## config.mk

```make
export PLATFORM = sky130hd
export DESIGN_NAME = enhanced_clock_page_replacer_core
export DESIGN_NICKNAME = d
export VERILOG_FILES = /design/src/hdl/ecpr_pkg.sv /design/src/hdl/ecpr_cell.sv /design/src/hdl/enhanced_clock_page_replacer_core.sv
export SDC_FILE = /design/constraint.sdc
export NUM_CORES = 2
export LEC_CHECK = 0
export ABC_AREA = 1
export BUFFER_PORTS_ARGS = -buffer_cell sky130_fd_sc_hd__buf_2
export CAP_MARGIN = 5
export CELL_PAD_IN_SITES_DETAIL_PLACEMENT = 1
export CELL_PAD_IN_SITES_GLOBAL_PLACEMENT = 1
export CORE_AREA = 4 4 286 288
export DETAILED_ROUTE_END_ITERATION = 16
export DIE_AREA = 0 0 290 292
export GPL_ROUTABILITY_DRIVEN = 0
export HOLD_SLACK_MARGIN = 0.03
export PLACE_DENSITY_LB_ADDON = 0.08
export REMOVE_ABC_BUFFERS = 1
export SLEW_MARGIN = 15
export SYNTH_ARGS = -nofsm -noshare
export SYNTH_HDL_FRONTEND = slang
export SYNTH_HIERARCHICAL = 1
export SYNTH_SLANG_ARGS = --single-unit
```

## constraint.sdc

```tcl
create_clock -name clk -period 3.5 [get_ports clk]
set_clock_uncertainty 0.15 [all_clocks]
set_input_delay 0 -clock clk [delete_from_list [all_inputs] [get_ports clk]]
set_output_delay 0 -clock clk [all_outputs]
set_load 0.02 [all_outputs]
```

## src/hdl/ecpr_pkg.sv

```systemverilog
// shared types and codes for the enhanced clock page replacer
// used by ecpr_cell and enhanced_clock_page_replacer_core; no dependencies
`timescale 1ns / 1ps
`default_nettype none

package ecpr_pkg;

  // operation codes carried in the input tuser
  localparam logic [1:0] MODE_INSERT = 2'd0;
  localparam logic [1:0] MODE_ACCESS = 2'd1;
  localparam logic [1:0] MODE_EVICT  = 2'd2;

  // result status codes carried in the output tuser
  localparam logic [1:0] ST_OK    = 2'd0;
  localparam logic [1:0] ST_EMPTY = 2'd1;
  localparam logic [1:0] ST_FULL  = 2'd2;
  localparam logic [1:0] ST_MISS  = 2'd3;

  // kind of the token that walks the cell chain
  typedef enum logic [2:0] {
    K_SCAN1 = 3'd0,  // first pass: look for clean, unaccessed slot
    K_SKIP  = 3'd1,  // start of second pass: leave oldest slot for later
    K_SCAN2 = 3'd2,  // second pass: clear accessed bits, take first clear one
    K_WRAP  = 3'd3,  // second pass reaching the oldest slot after the lap
    K_FORCE = 3'd4,  // first valid slot that sees it becomes the victim
    K_LOOK  = 3'd5,  // access lookup
    K_DONE  = 3'd6,  // access hit, rides to the end of the chain
    K_MOVE  = 3'd7   // victim bubbling toward the last cell
  } kind_t;

  typedef struct packed {
    logic  vld;
    kind_t kind;
  } tok_t;

  typedef struct packed {
    logic valid;
    logic acc;
    logic dirty;
  } flag_t;

  // operation-wide controls seen by every cell
  typedef struct packed {
    logic ins;
    logic wr;
  } bcast_t;

endpackage

`default_nettype wire

```

## src/hdl/ecpr_cell.sv

```systemverilog
// one slot of the replacer chain: page number, accessed/dirty/valid flags, token stage
// depends on ecpr_pkg
`timescale 1ns / 1ps
`default_nettype none

module ecpr_cell #(
  parameter int PAGE_BITS = 20
) (
  input  wire                      clk,
  input  wire                      rst,
  input  ecpr_pkg::tok_t           prev_tok,
  input  wire    [PAGE_BITS-1:0]   prev_page,
  input  ecpr_pkg::flag_t          prev_flags,
  input  wire    [PAGE_BITS-1:0]   next_page,
  input  ecpr_pkg::flag_t          next_flags,
  input  ecpr_pkg::bcast_t         bc,
  input  wire    [PAGE_BITS-1:0]   bc_page,
  output ecpr_pkg::tok_t           tok_out,
  output logic   [PAGE_BITS-1:0]   page,
  output ecpr_pkg::flag_t          flags
);

  ecpr_pkg::tok_t  tok;
  ecpr_pkg::tok_t  tok_next;
  ecpr_pkg::flag_t flags_next;
  logic [PAGE_BITS-1:0] page_next;
  logic stay;

  always_comb begin
    page_next  = page;
    flags_next = flags;
    stay       = 1'b0;
    tok_out    = '{vld: 1'b0, kind: ecpr_pkg::K_SCAN1};

    // insert lands in the first empty slot
    if (bc.ins && !flags.valid && prev_flags.valid) begin
      page_next  = bc_page;
      flags_next = '{valid: 1'b1, acc: 1'b0, dirty: 1'b0};
    end

    // lower neighbor swaps its victim into this slot
    if (prev_tok.vld && prev_tok.kind == ecpr_pkg::K_MOVE) begin
      page_next  = prev_page;
      flags_next = prev_flags;
    end

    if (tok.vld) begin
      unique case (tok.kind)
        ecpr_pkg::K_SCAN1: begin
          if (flags.valid && !flags.acc && !flags.dirty) begin
            stay = 1'b1;
          end else begin
            tok_out = '{vld: 1'b1, kind: ecpr_pkg::K_SCAN1};
          end
        end
        ecpr_pkg::K_SKIP: begin
          tok_out = '{vld: 1'b1, kind: ecpr_pkg::K_SCAN2};
        end
        ecpr_pkg::K_SCAN2: begin
          if (flags.valid && !flags.acc) begin
            stay = 1'b1;
          end else begin
            flags_next.acc = 1'b0;
            tok_out = '{vld: 1'b1, kind: ecpr_pkg::K_SCAN2};
          end
        end
        ecpr_pkg::K_WRAP: begin
          if (flags.valid && !flags.acc) begin
            stay = 1'b1;
          end else begin
            // every slot had a second chance: the second-oldest goes
            flags_next.acc = 1'b0;
            tok_out = '{vld: 1'b1, kind: ecpr_pkg::K_FORCE};
          end
        end
        ecpr_pkg::K_FORCE: begin
          if (flags.valid) begin
            stay = 1'b1;
          end else begin
            tok_out = '{vld: 1'b1, kind: ecpr_pkg::K_FORCE};
          end
        end
        ecpr_pkg::K_LOOK: begin
          if (flags.valid && page == bc_page) begin
            flags_next.acc   = 1'b1;
            flags_next.dirty = flags.dirty | bc.wr;
            tok_out = '{vld: 1'b1, kind: ecpr_pkg::K_DONE};
          end else begin
            tok_out = '{vld: 1'b1, kind: ecpr_pkg::K_LOOK};
          end
        end
        ecpr_pkg::K_DONE: begin
          tok_out = '{vld: 1'b1, kind: ecpr_pkg::K_DONE};
        end
        ecpr_pkg::K_MOVE: begin
          // swap with upper neighbor, victim moves up one slot
          page_next  = next_page;
          flags_next = next_flags;
          tok_out = '{vld: 1'b1, kind: ecpr_pkg::K_MOVE};
        end
      endcase
    end

    tok_next = prev_tok;
    if (stay) begin
      tok_next = '{vld: 1'b1, kind: ecpr_pkg::K_MOVE};
    end
  end

  always_ff @(posedge clk) begin
    if (rst) begin
      tok   <= '{vld: 1'b0, kind: ecpr_pkg::K_SCAN1};
      flags <= '{valid: 1'b0, acc: 1'b0, dirty: 1'b0};
    end else begin
      tok   <= tok_next;
      flags <= flags_next;
    end
  end

  always_ff @(posedge clk) begin
    page <= page_next;
  end

endmodule

`default_nettype wire

```

## src/hdl/enhanced_clock_page_replacer_core.sv

```systemverilog
// enhanced second-chance clock page replacer: top level with control and cell chain
// depends on ecpr_pkg and ecpr_cell
//
// usage: one operation per input transfer on the s_ group, one result per operation
// on the m_ group. s_tuser carries the mode (insert, access, evict) and the write
// flag, s_tdata the page number. m_tdata returns the victim page and its dirty bit,
// m_tuser the status (ok, empty, full, access missed).
// slots live in a chain of SLOT_COUNT cells, oldest in cell 0. a token walks the
// chain one cell per cycle: access lookup, both evict passes, and the removal of
// the victim, which bubbles it to the last cell so later pages keep their order.
// path to m_tvalid: insert into a full store, evict from an empty one and mode three
// go straight to the response state, insert passes through S_INS, access walks the
// chain once; evict ends after the first pass when it finds the victim, after the
// second pass when that one does (or only one page is held) and after a third lap
// when the scan wraps to the oldest slots; the bubble walk overlaps the lap.
// s_tready rises in the same cycle as m_tvalid.
// one operation is in flight at a time; the next input is taken as soon as the
// result sits in the output register, even while the receiver stalls it. a stalled
// result holds m_tdata and m_tuser; the block waits before delivering the next one.
// reset empties every slot and clears the accessed and dirty bits at once.
`timescale 1ns / 1ps
`default_nettype none

module enhanced_clock_page_replacer_core #(
  parameter int SLOT_COUNT = 16,
  parameter int PAGE_BITS  = 20
) (
  input  wire                                  clk,
  input  wire                                  rst,
  input  wire                                  s_tvalid,
  output logic                                 s_tready,
  // [PAGE_BITS-1:0] page_number, zero padded to whole bytes
  input  wire  [((PAGE_BITS+7)/8)*8-1:0]       s_tdata,
  // [1:0] mode, [2] is_write
  input  wire  [2:0]                           s_tuser,
  output logic                                 m_tvalid,
  input  wire                                  m_tready,
  // [PAGE_BITS-1:0] victim_page, [PAGE_BITS] victim_dirty, zero padded
  output logic [((PAGE_BITS+8)/8)*8-1:0]       m_tdata,
  // [1:0] status
  output logic [1:0]                           m_tuser
);

  localparam int OW = ((PAGE_BITS + 8) / 8) * 8;

  typedef enum logic [3:0] {
    S_IDLE = 4'b0001,
    S_INS  = 4'b0010,
    S_RUN  = 4'b0100,
    S_RESP = 4'b1000
  } state_t;

  state_t state;
  state_t state_next;

  logic [PAGE_BITS-1:0] op_page;
  logic                 op_wr;
  logic [PAGE_BITS-1:0] res_page;
  logic                 res_dirty;
  logic [1:0]           res_status;
  logic [PAGE_BITS-1:0] res_page_next;
  logic                 res_dirty_next;
  logic [1:0]           res_status_next;
  logic [OW-1:0]        out_word;

  ecpr_pkg::tok_t   inj;
  ecpr_pkg::bcast_t bc;
  ecpr_pkg::tok_t   tok_q   [SLOT_COUNT+1];
  ecpr_pkg::flag_t  flags_q [SLOT_COUNT];
  logic [PAGE_BITS-1:0] page_q [SLOT_COUNT];

  logic in_xfer;
  logic out_free;
  logic [1:0] in_mode;

  assign s_tready = (state == S_IDLE);
  assign in_xfer  = s_tvalid && s_tready;
  assign in_mode  = s_tuser[1:0];
  assign out_free = !m_tvalid || m_tready;

  assign tok_q[0] = inj;
  assign bc.ins   = (state == S_INS);
  assign bc.wr    = op_wr;

  for (genvar i = 0; i < SLOT_COUNT; i++) begin : g_cell
    ecpr_pkg::flag_t      pf;
    ecpr_pkg::flag_t      nf;
    logic [PAGE_BITS-1:0] pp;
    logic [PAGE_BITS-1:0] np;

    if (i == 0) begin : g_first
      assign pf = '{valid: 1'b1, acc: 1'b0, dirty: 1'b0};
      assign pp = '0;
    end else begin : g_mid
      assign pf = flags_q[i-1];
      assign pp = page_q[i-1];
    end

    if (i == SLOT_COUNT - 1) begin : g_last
      assign nf = '{valid: 1'b0, acc: 1'b0, dirty: 1'b0};
      assign np = '0;
    end else begin : g_up
      assign nf = flags_q[i+1];
      assign np = page_q[i+1];
    end

    ecpr_cell #(
      .PAGE_BITS (PAGE_BITS)
    ) u_cell (
      .clk        (clk),
      .rst        (rst),
      .prev_tok   (tok_q[i]),
      .prev_page  (pp),
      .prev_flags (pf),
      .next_page  (np),
      .next_flags (nf),
      .bc         (bc),
      .bc_page    (op_page),
      .tok_out    (tok_q[i+1]),
      .page       (page_q[i]),
      .flags      (flags_q[i])
    );
  end

  always_comb begin
    state_next      = state;
    inj             = '{vld: 1'b0, kind: ecpr_pkg::K_SCAN1};
    res_page_next   = res_page;
    res_dirty_next  = res_dirty;
    res_status_next = res_status;

    unique case (state)
      S_IDLE: begin
        if (in_xfer) begin
          res_page_next   = '0;
          res_dirty_next  = 1'b0;
          res_status_next = ecpr_pkg::ST_OK;
          unique case (in_mode)
            ecpr_pkg::MODE_INSERT: begin
              if (flags_q[SLOT_COUNT-1].valid) begin
                res_status_next = ecpr_pkg::ST_FULL;
                state_next      = S_RESP;
              end else begin
                state_next = S_INS;
              end
            end
            ecpr_pkg::MODE_ACCESS: begin
              inj        = '{vld: 1'b1, kind: ecpr_pkg::K_LOOK};
              state_next = S_RUN;
            end
            ecpr_pkg::MODE_EVICT: begin
              if (!flags_q[0].valid) begin
                res_status_next = ecpr_pkg::ST_EMPTY;
                state_next      = S_RESP;
              end else begin
                inj        = '{vld: 1'b1, kind: ecpr_pkg::K_SCAN1};
                state_next = S_RUN;
              end
            end
            default: begin
              state_next = S_RESP;
            end
          endcase
        end
      end
      S_INS: begin
        state_next = S_RESP;
      end
      S_RUN: begin
        if (tok_q[SLOT_COUNT].vld) begin
          unique case (tok_q[SLOT_COUNT].kind)
            ecpr_pkg::K_DONE: begin
              state_next = S_RESP;
            end
            ecpr_pkg::K_LOOK: begin
              res_status_next = ecpr_pkg::ST_MISS;
              state_next      = S_RESP;
            end
            ecpr_pkg::K_SCAN1: begin
              // single resident page goes at once
              if (!flags_q[1].valid) begin
                inj = '{vld: 1'b1, kind: ecpr_pkg::K_FORCE};
              end else begin
                inj = '{vld: 1'b1, kind: ecpr_pkg::K_SKIP};
              end
            end
            ecpr_pkg::K_SCAN2: begin
              inj = '{vld: 1'b1, kind: ecpr_pkg::K_WRAP};
            end
            ecpr_pkg::K_MOVE: begin
              // victim sits in the last cell during this cycle
              res_page_next  = page_q[SLOT_COUNT-1];
              res_dirty_next = flags_q[SLOT_COUNT-1].dirty;
              state_next     = S_RESP;
            end
            default: begin
              state_next = S_RESP;
            end
          endcase
        end
      end
      S_RESP: begin
        if (out_free) begin
          state_next = S_IDLE;
        end
      end
      default: begin
        state_next = S_IDLE;
      end
    endcase
  end

  always_comb begin
    out_word                = '0;
    out_word[PAGE_BITS-1:0] = res_page;
    out_word[PAGE_BITS]     = res_dirty;
  end

  always_ff @(posedge clk) begin
    if (rst) begin
      state    <= S_IDLE;
      m_tvalid <= 1'b0;
    end else begin
      state <= state_next;
      if (state == S_RESP && out_free) begin
        m_tvalid <= 1'b1;
      end else if (m_tready) begin
        m_tvalid <= 1'b0;
      end
    end
  end

  always_ff @(posedge clk) begin
    res_page   <= res_page_next;
    res_dirty  <= res_dirty_next;
    res_status <= res_status_next;
    if (in_xfer) begin
      op_page <= s_tdata[PAGE_BITS-1:0];
      op_wr   <= s_tuser[2];
    end
    if (state == S_RESP && out_free) begin
      m_tdata <= out_word;
      m_tuser <= res_status;
    end
  end

endmodule

`default_nettype wire

```

Word-level counts from Yosys, hierarchy flattened
Cells that the tools add are included.

word-level totals
  register bits = 504
  latch bits = 0
  bits in writable memories = 0
  bits in read-only memories = 0
  input port bits = 31
  output and inout bits = 28
  logic and storage cells = 899
  memories = 0

cells by class
  add/subtract/negate cells = 0
  $mul = 0
  div/mod/pow operators = 0
  $lt $le $gt $ge = 0
  eq/ne operators = 159
  shift-type cells = 0
  mux-type cells = 432
  bitwise gates (word level) = 16
  reductions and logical operators = 187

operator list
  operator                                                number
  2-to-1 mux 20 bit                                       67
  case mux 4 bit (8 select lines)                         16
  2-to-1 mux 4 bit                                        105
  == test 20 bit                                          16
  == test 3 bit (second input constant)                   82
  2-to-1 mux 3 bit                                        49
  2-to-1 mux 1 bit                                        102
  == test 3 x 2 -> 1 bit (second input constant)          33
  logical AND 1 bit                                       97
  case mux 1 bit (3 select lines)                         32
  2-to-1 mux 2 bit                                        36
  zero test 3 bit                                         17
  zero test 1 bit                                         49
  == test 3 x 1 -> 1 bit (second input constant)          16
  case mux 20 bit (2 select lines)                        1
  case mux 1 bit (2 select lines)                         17
  OR reduction 2 bit                                      17
  case mux 4 bit (2 select lines)                         3
  bitwise OR 1 bit                                        16
  case mux 4 bit (4 select lines)                         1
  case mux 4 bit (3 select lines)                         1
  AND reduction 4 bit                                     3
  inequality test 2 x 1 -> 1 bit (second input constant)  4
  case mux 2 bit (2 select lines)                         2
  other kinds (10)                                        12

Depth between registers and ports, before layout
  depth after elaboration = 16
  mapped depth = 18
  depth with buffers taken out = 18

Hierarchy
The synthesis kept the hierarchy.

by module, submodules not included
  module                             instances  cells an instance  area each (µm²)  sequential area each (µm²)
  ecpr_cell                          16         312                1845.5           540.5
  enhanced_clock_page_replacer_core  1          205                2745.1           2112.0

Worst setup path after synthesis
Ideal clock, no wire load.

  path kind = register to register
  start = register op_page[7]
  end = register res_dirty (enable)
  setup time = 0.399 ns
  arrival time = 2.855 ns
  data required time = 2.951 ns
  setup slack = 0.096 ns
  cell stages (with the launch flop) = 9
  path buffers = 0
  clock period less this slack = 3.404 ns
  path through = edfxtp_1 > o21ai_0 > nor2_1 > nand2_1 > nor2_1 > nand4_1 > a31oi_1 > a31oi_1 > nor2_1

RTL lines
  element                   RTL line                                  RTL
  start: declaration        enhanced_clock_page_replacer_core.sv:56   logic [PAGE_BITS-1:0] op_page;
  start signal: assignment  enhanced_clock_page_replacer_core.sv:238  op_page <= s_tdata[PAGE_BITS-1:0];
  end signal: assignment    enhanced_clock_page_replacer_core.sv:235  res_dirty <= res_dirty_next;
  end: declaration          enhanced_clock_page_replacer_core.sv:59   logic res_dirty;

==> key figures <==
Final layout
  – P&R area growth vs syn: 12.9%
  – Fin nets: 5354
  – N_diodes: 0
  – Final non-filler cell total: 6419
  – Share of cells above drive strength 1: 7.62%

Global routing
  – GRT overflow: 0
  – Antenna violations before repair: 0
  – Number of global-route vias before repair: 34.4k
  – Global-route wire length before repair: 188000 um
  – Largest net degree at the start of global routing: 54
  – GRT Total Usage: a little over a quarter

Worst hold path
  – Hold Path Stages: 3
  – Worst hold path type: in2reg
  – Worst Min Path Start: rst

Clock tree
  – Deepest clock path buffer count: 3
  – Clk Latency, worst-skew pair: roughly 0.62 ns
  – Clock Pin Slew Worst Setup and Hold Paths: 0.06 ns
  – CTS buffer count: 66
  – Clock root cell: clkbuf_16
  – Htree depth: 3
  – Clk sinks: 504
  – TritonCTS clock tree: done

Synth
  – Yosys reg bits: 504
  – Area leader, netlist: dfxtp_1
  – Post-Synthesis Cells: 5197
  – Yosys cell types: 30
  – Synthesized area: 32300 sq um
  – Seq/Total Area, Yosys: 33.3%
  – Top cells by area, synth: dfxtp_1 (27%), nand2_1 (19%), inv_1 (9.2%)
  – YS warnings: 6
  – Synth top area share: a little over a quarter
  – Mean post-synth cell area: 6.21 sq um
  – Ys flop type: dfxtp_1
  – EDFF count, synth: between 60 and 70
  – Count leader, synth: nand2_1
  – Ys async rst share: 0%
  – Post-synth top cells: nand2_1 (1667), inv_1 (790), nor2_1 (662), dfxtp_1 (437), a31oi_1 (370)

Drt
  – Final wirelength: approximately 120000 um
  – Routed len/inst: 18.5 um
  – # DRC: 0
  – DRT antenna net count: 0
  – Number of DRC markers in iteration 0: 1872
  – Via count: 34.3k
  – Number of detailed-route iterations in the first pass: 5
  – Vias/cell: between 5 and 6

Floorplanning
  – Die width: slightly below 300 um
  – # IOs: 59
  – Die area: 84700 sq um
  – Die Ht: 292 um
  – Core area: 78900 sq um
  – # rows: 103
  – Initial Utilization: about 40%

Critical path
  – Data required, critical path: 3.79 ns
  – CP startpoint: op_page[18]$_DFFE_PN_
  – CP Launch Type: register
  – R2R Path Start: op_page[18]$_DFFE_PN_
  – Critical path class: reg2reg
  – Maximum fanout along the worst path: 10
  – Worst reg-to-reg path cell count: 17
  – Arrival time at the worst endpoint: between 3 and 4 ns
  – Critical Path Sink Type: register

Pwr
  – Pwr per Cell Area: roughly 480 nW/um^2
  – Tot Pwr: 17.6 mW
  – Leak: 15.8 nW
  – Max VDD drop: 0.330 mV

STA
  – Final worst path period need: 3.26 ns
  – Final Cycle Share: between 90 and 100%
  – Worst hold slack: 0.217 ns
  – Peak Freq: 306 MHz
  – Slew HR: 44.4%
  – Slew at the pin closest to its max-slew limit: ~0.83 ns
  – Slew Viols, Final: 0
  – Hold Fails Final Rpt: 0
  – Final Worst Setup Slack: 0.237 ns
  – Setup violations, final: 0

Status
  – Status: finished clean

Placement
  – HPWL Detailed: 85800 um
  – Setup WS pre-CTS: 0.185 ns
  – IO Port Bufs: 51
  – Placed instance count: 6244

Job
  – Max_cap viols: 0
[flip-flops by register name, summed over array words and instances, names as in the netlist]
name	count
res_dirty	1
m_tuser	2
m_tdata	21
g_cell.u_cell/page	320
g_cell.u_cell/flags	48
g_cell.u_cell/tok	64
op_page	20
m_tvalid	1
op_wr	1
res_page	20
state	4
res_status	2
[cell usage in the layout, fill, tap and decap left out, drive strengths merged]
cell type,Yosys,layout
inv,855,857
a32o,16,16
nand3,88,88
conb,2,50
buf,133,169
clkbuf,80,88
o211ai,337,337
nor3,49,49
dfxtp,437,437
o21ai,132,132
o311ai,16,16
o31ai,1,1
nand2,1669,1669
ha,4,4
a31oi,370,370
edfxtp,67,67
nor2,683,683
xnor2,16,16
nand4,81,81
or2,16,16
clkinv,0,20
a21oi,145,145
bufinv,0,7
dlygate4sd3,0,50
clkinvlp,0,1
[critical path: stages, from the launching register on]
cell and delay (ns):
edfxtp_1 0.45, inv_1 0.10, nand2_1 0.08, nand2_1 0.08
nor2_1 0.16, nand2_1 0.09, nor2_1 0.18, nand3_1 0.14
nor2_1 0.12, nor2_1 0.12, nor2_1 0.18, nand4_1 0.25
o31ai_2 0.30, nand4_1 0.12, buf_4 0.18, buf_4 0.18
o211ai_1 0.12, a31oi_1 0.10
[power breakdown]
part	total [mW]	internal, mW	switching, mW
Clock	7.09	4.25	2.84
Combinational	3.60	1.09	2.51
Sequential	6.90	6.47	0.428
Total	17.6	11.8	5.79
[final timing paths]
path,endpoint,slack [ns]
setup / recovery,g_cell[0].u_cell/page[8]$_DFF_P_,0.24
hold / removal,g_cell[3].u_cell/tok[3]$_SDFF_PP0_,0.22
setup reg to reg,g_cell[0].u_cell/page[8]$_DFF_P_,0.24
hold reg to reg,m_tdata[13]$_DFFE_PP_,0.27
[final cells by class]
| type | instances | area (sq um) |
|---|---|---|
| clock buffers | 88 | 1850 |
| clock inverters | 30 | 364 |
| fillers | 10700 | 42400 |
| inverters | 855 | 3210 |
| multi-input cells | 3673 | 17300 |
| flip-flops and latches | 504 | 10800 |
| well taps | 1050 | 1310 |
| repair buffers | 219 | 1700 |
[per-stage QoR]
stage	instance area [sq um]	utilization [%]	TNS, ns
3_5_place_dp	33700	42.7	0
5_1_grt	36500	46.2	-0.0274
3_3_place_gp	33700	42.7	0
4_1_cts	36400	46.1	0
2_1_floorplan	31200	-	-0.725
6_report	36500	46.2	0
[metal layers]
metal / up-vias / GRT usage, % / part of all wire, %
li1: 17100 / - / -
met1: 16500 / 34.9 / 45
met2: 562 / 47.4 / 48
met3: 218 / 3.38 / 3.7
met4: 0 / 8.19 / 3.0
met5: - / 0 / 0
[logic make-up after synthesis]
group                    share of synthesized area, %
buffers and inverters                            13.9
XOR/XNOR                                        0.434
adder cells (fa/ha/maj)                         0.155
flip-flops                                       33.3
AND/OR/NAND/NOR                                  31.9
other                                          0.0233
AO/OA/AOI/OAI                                    20.3
[repair_timing]
item,4_1_cts,5_1_grt
resized for setup,0,2
endpoints found under the setup margin,0,61
hold buffers,50,0
hold endpoints to repair,137,0
setup buffers,0,7
(Power assumes the default switching activity.)
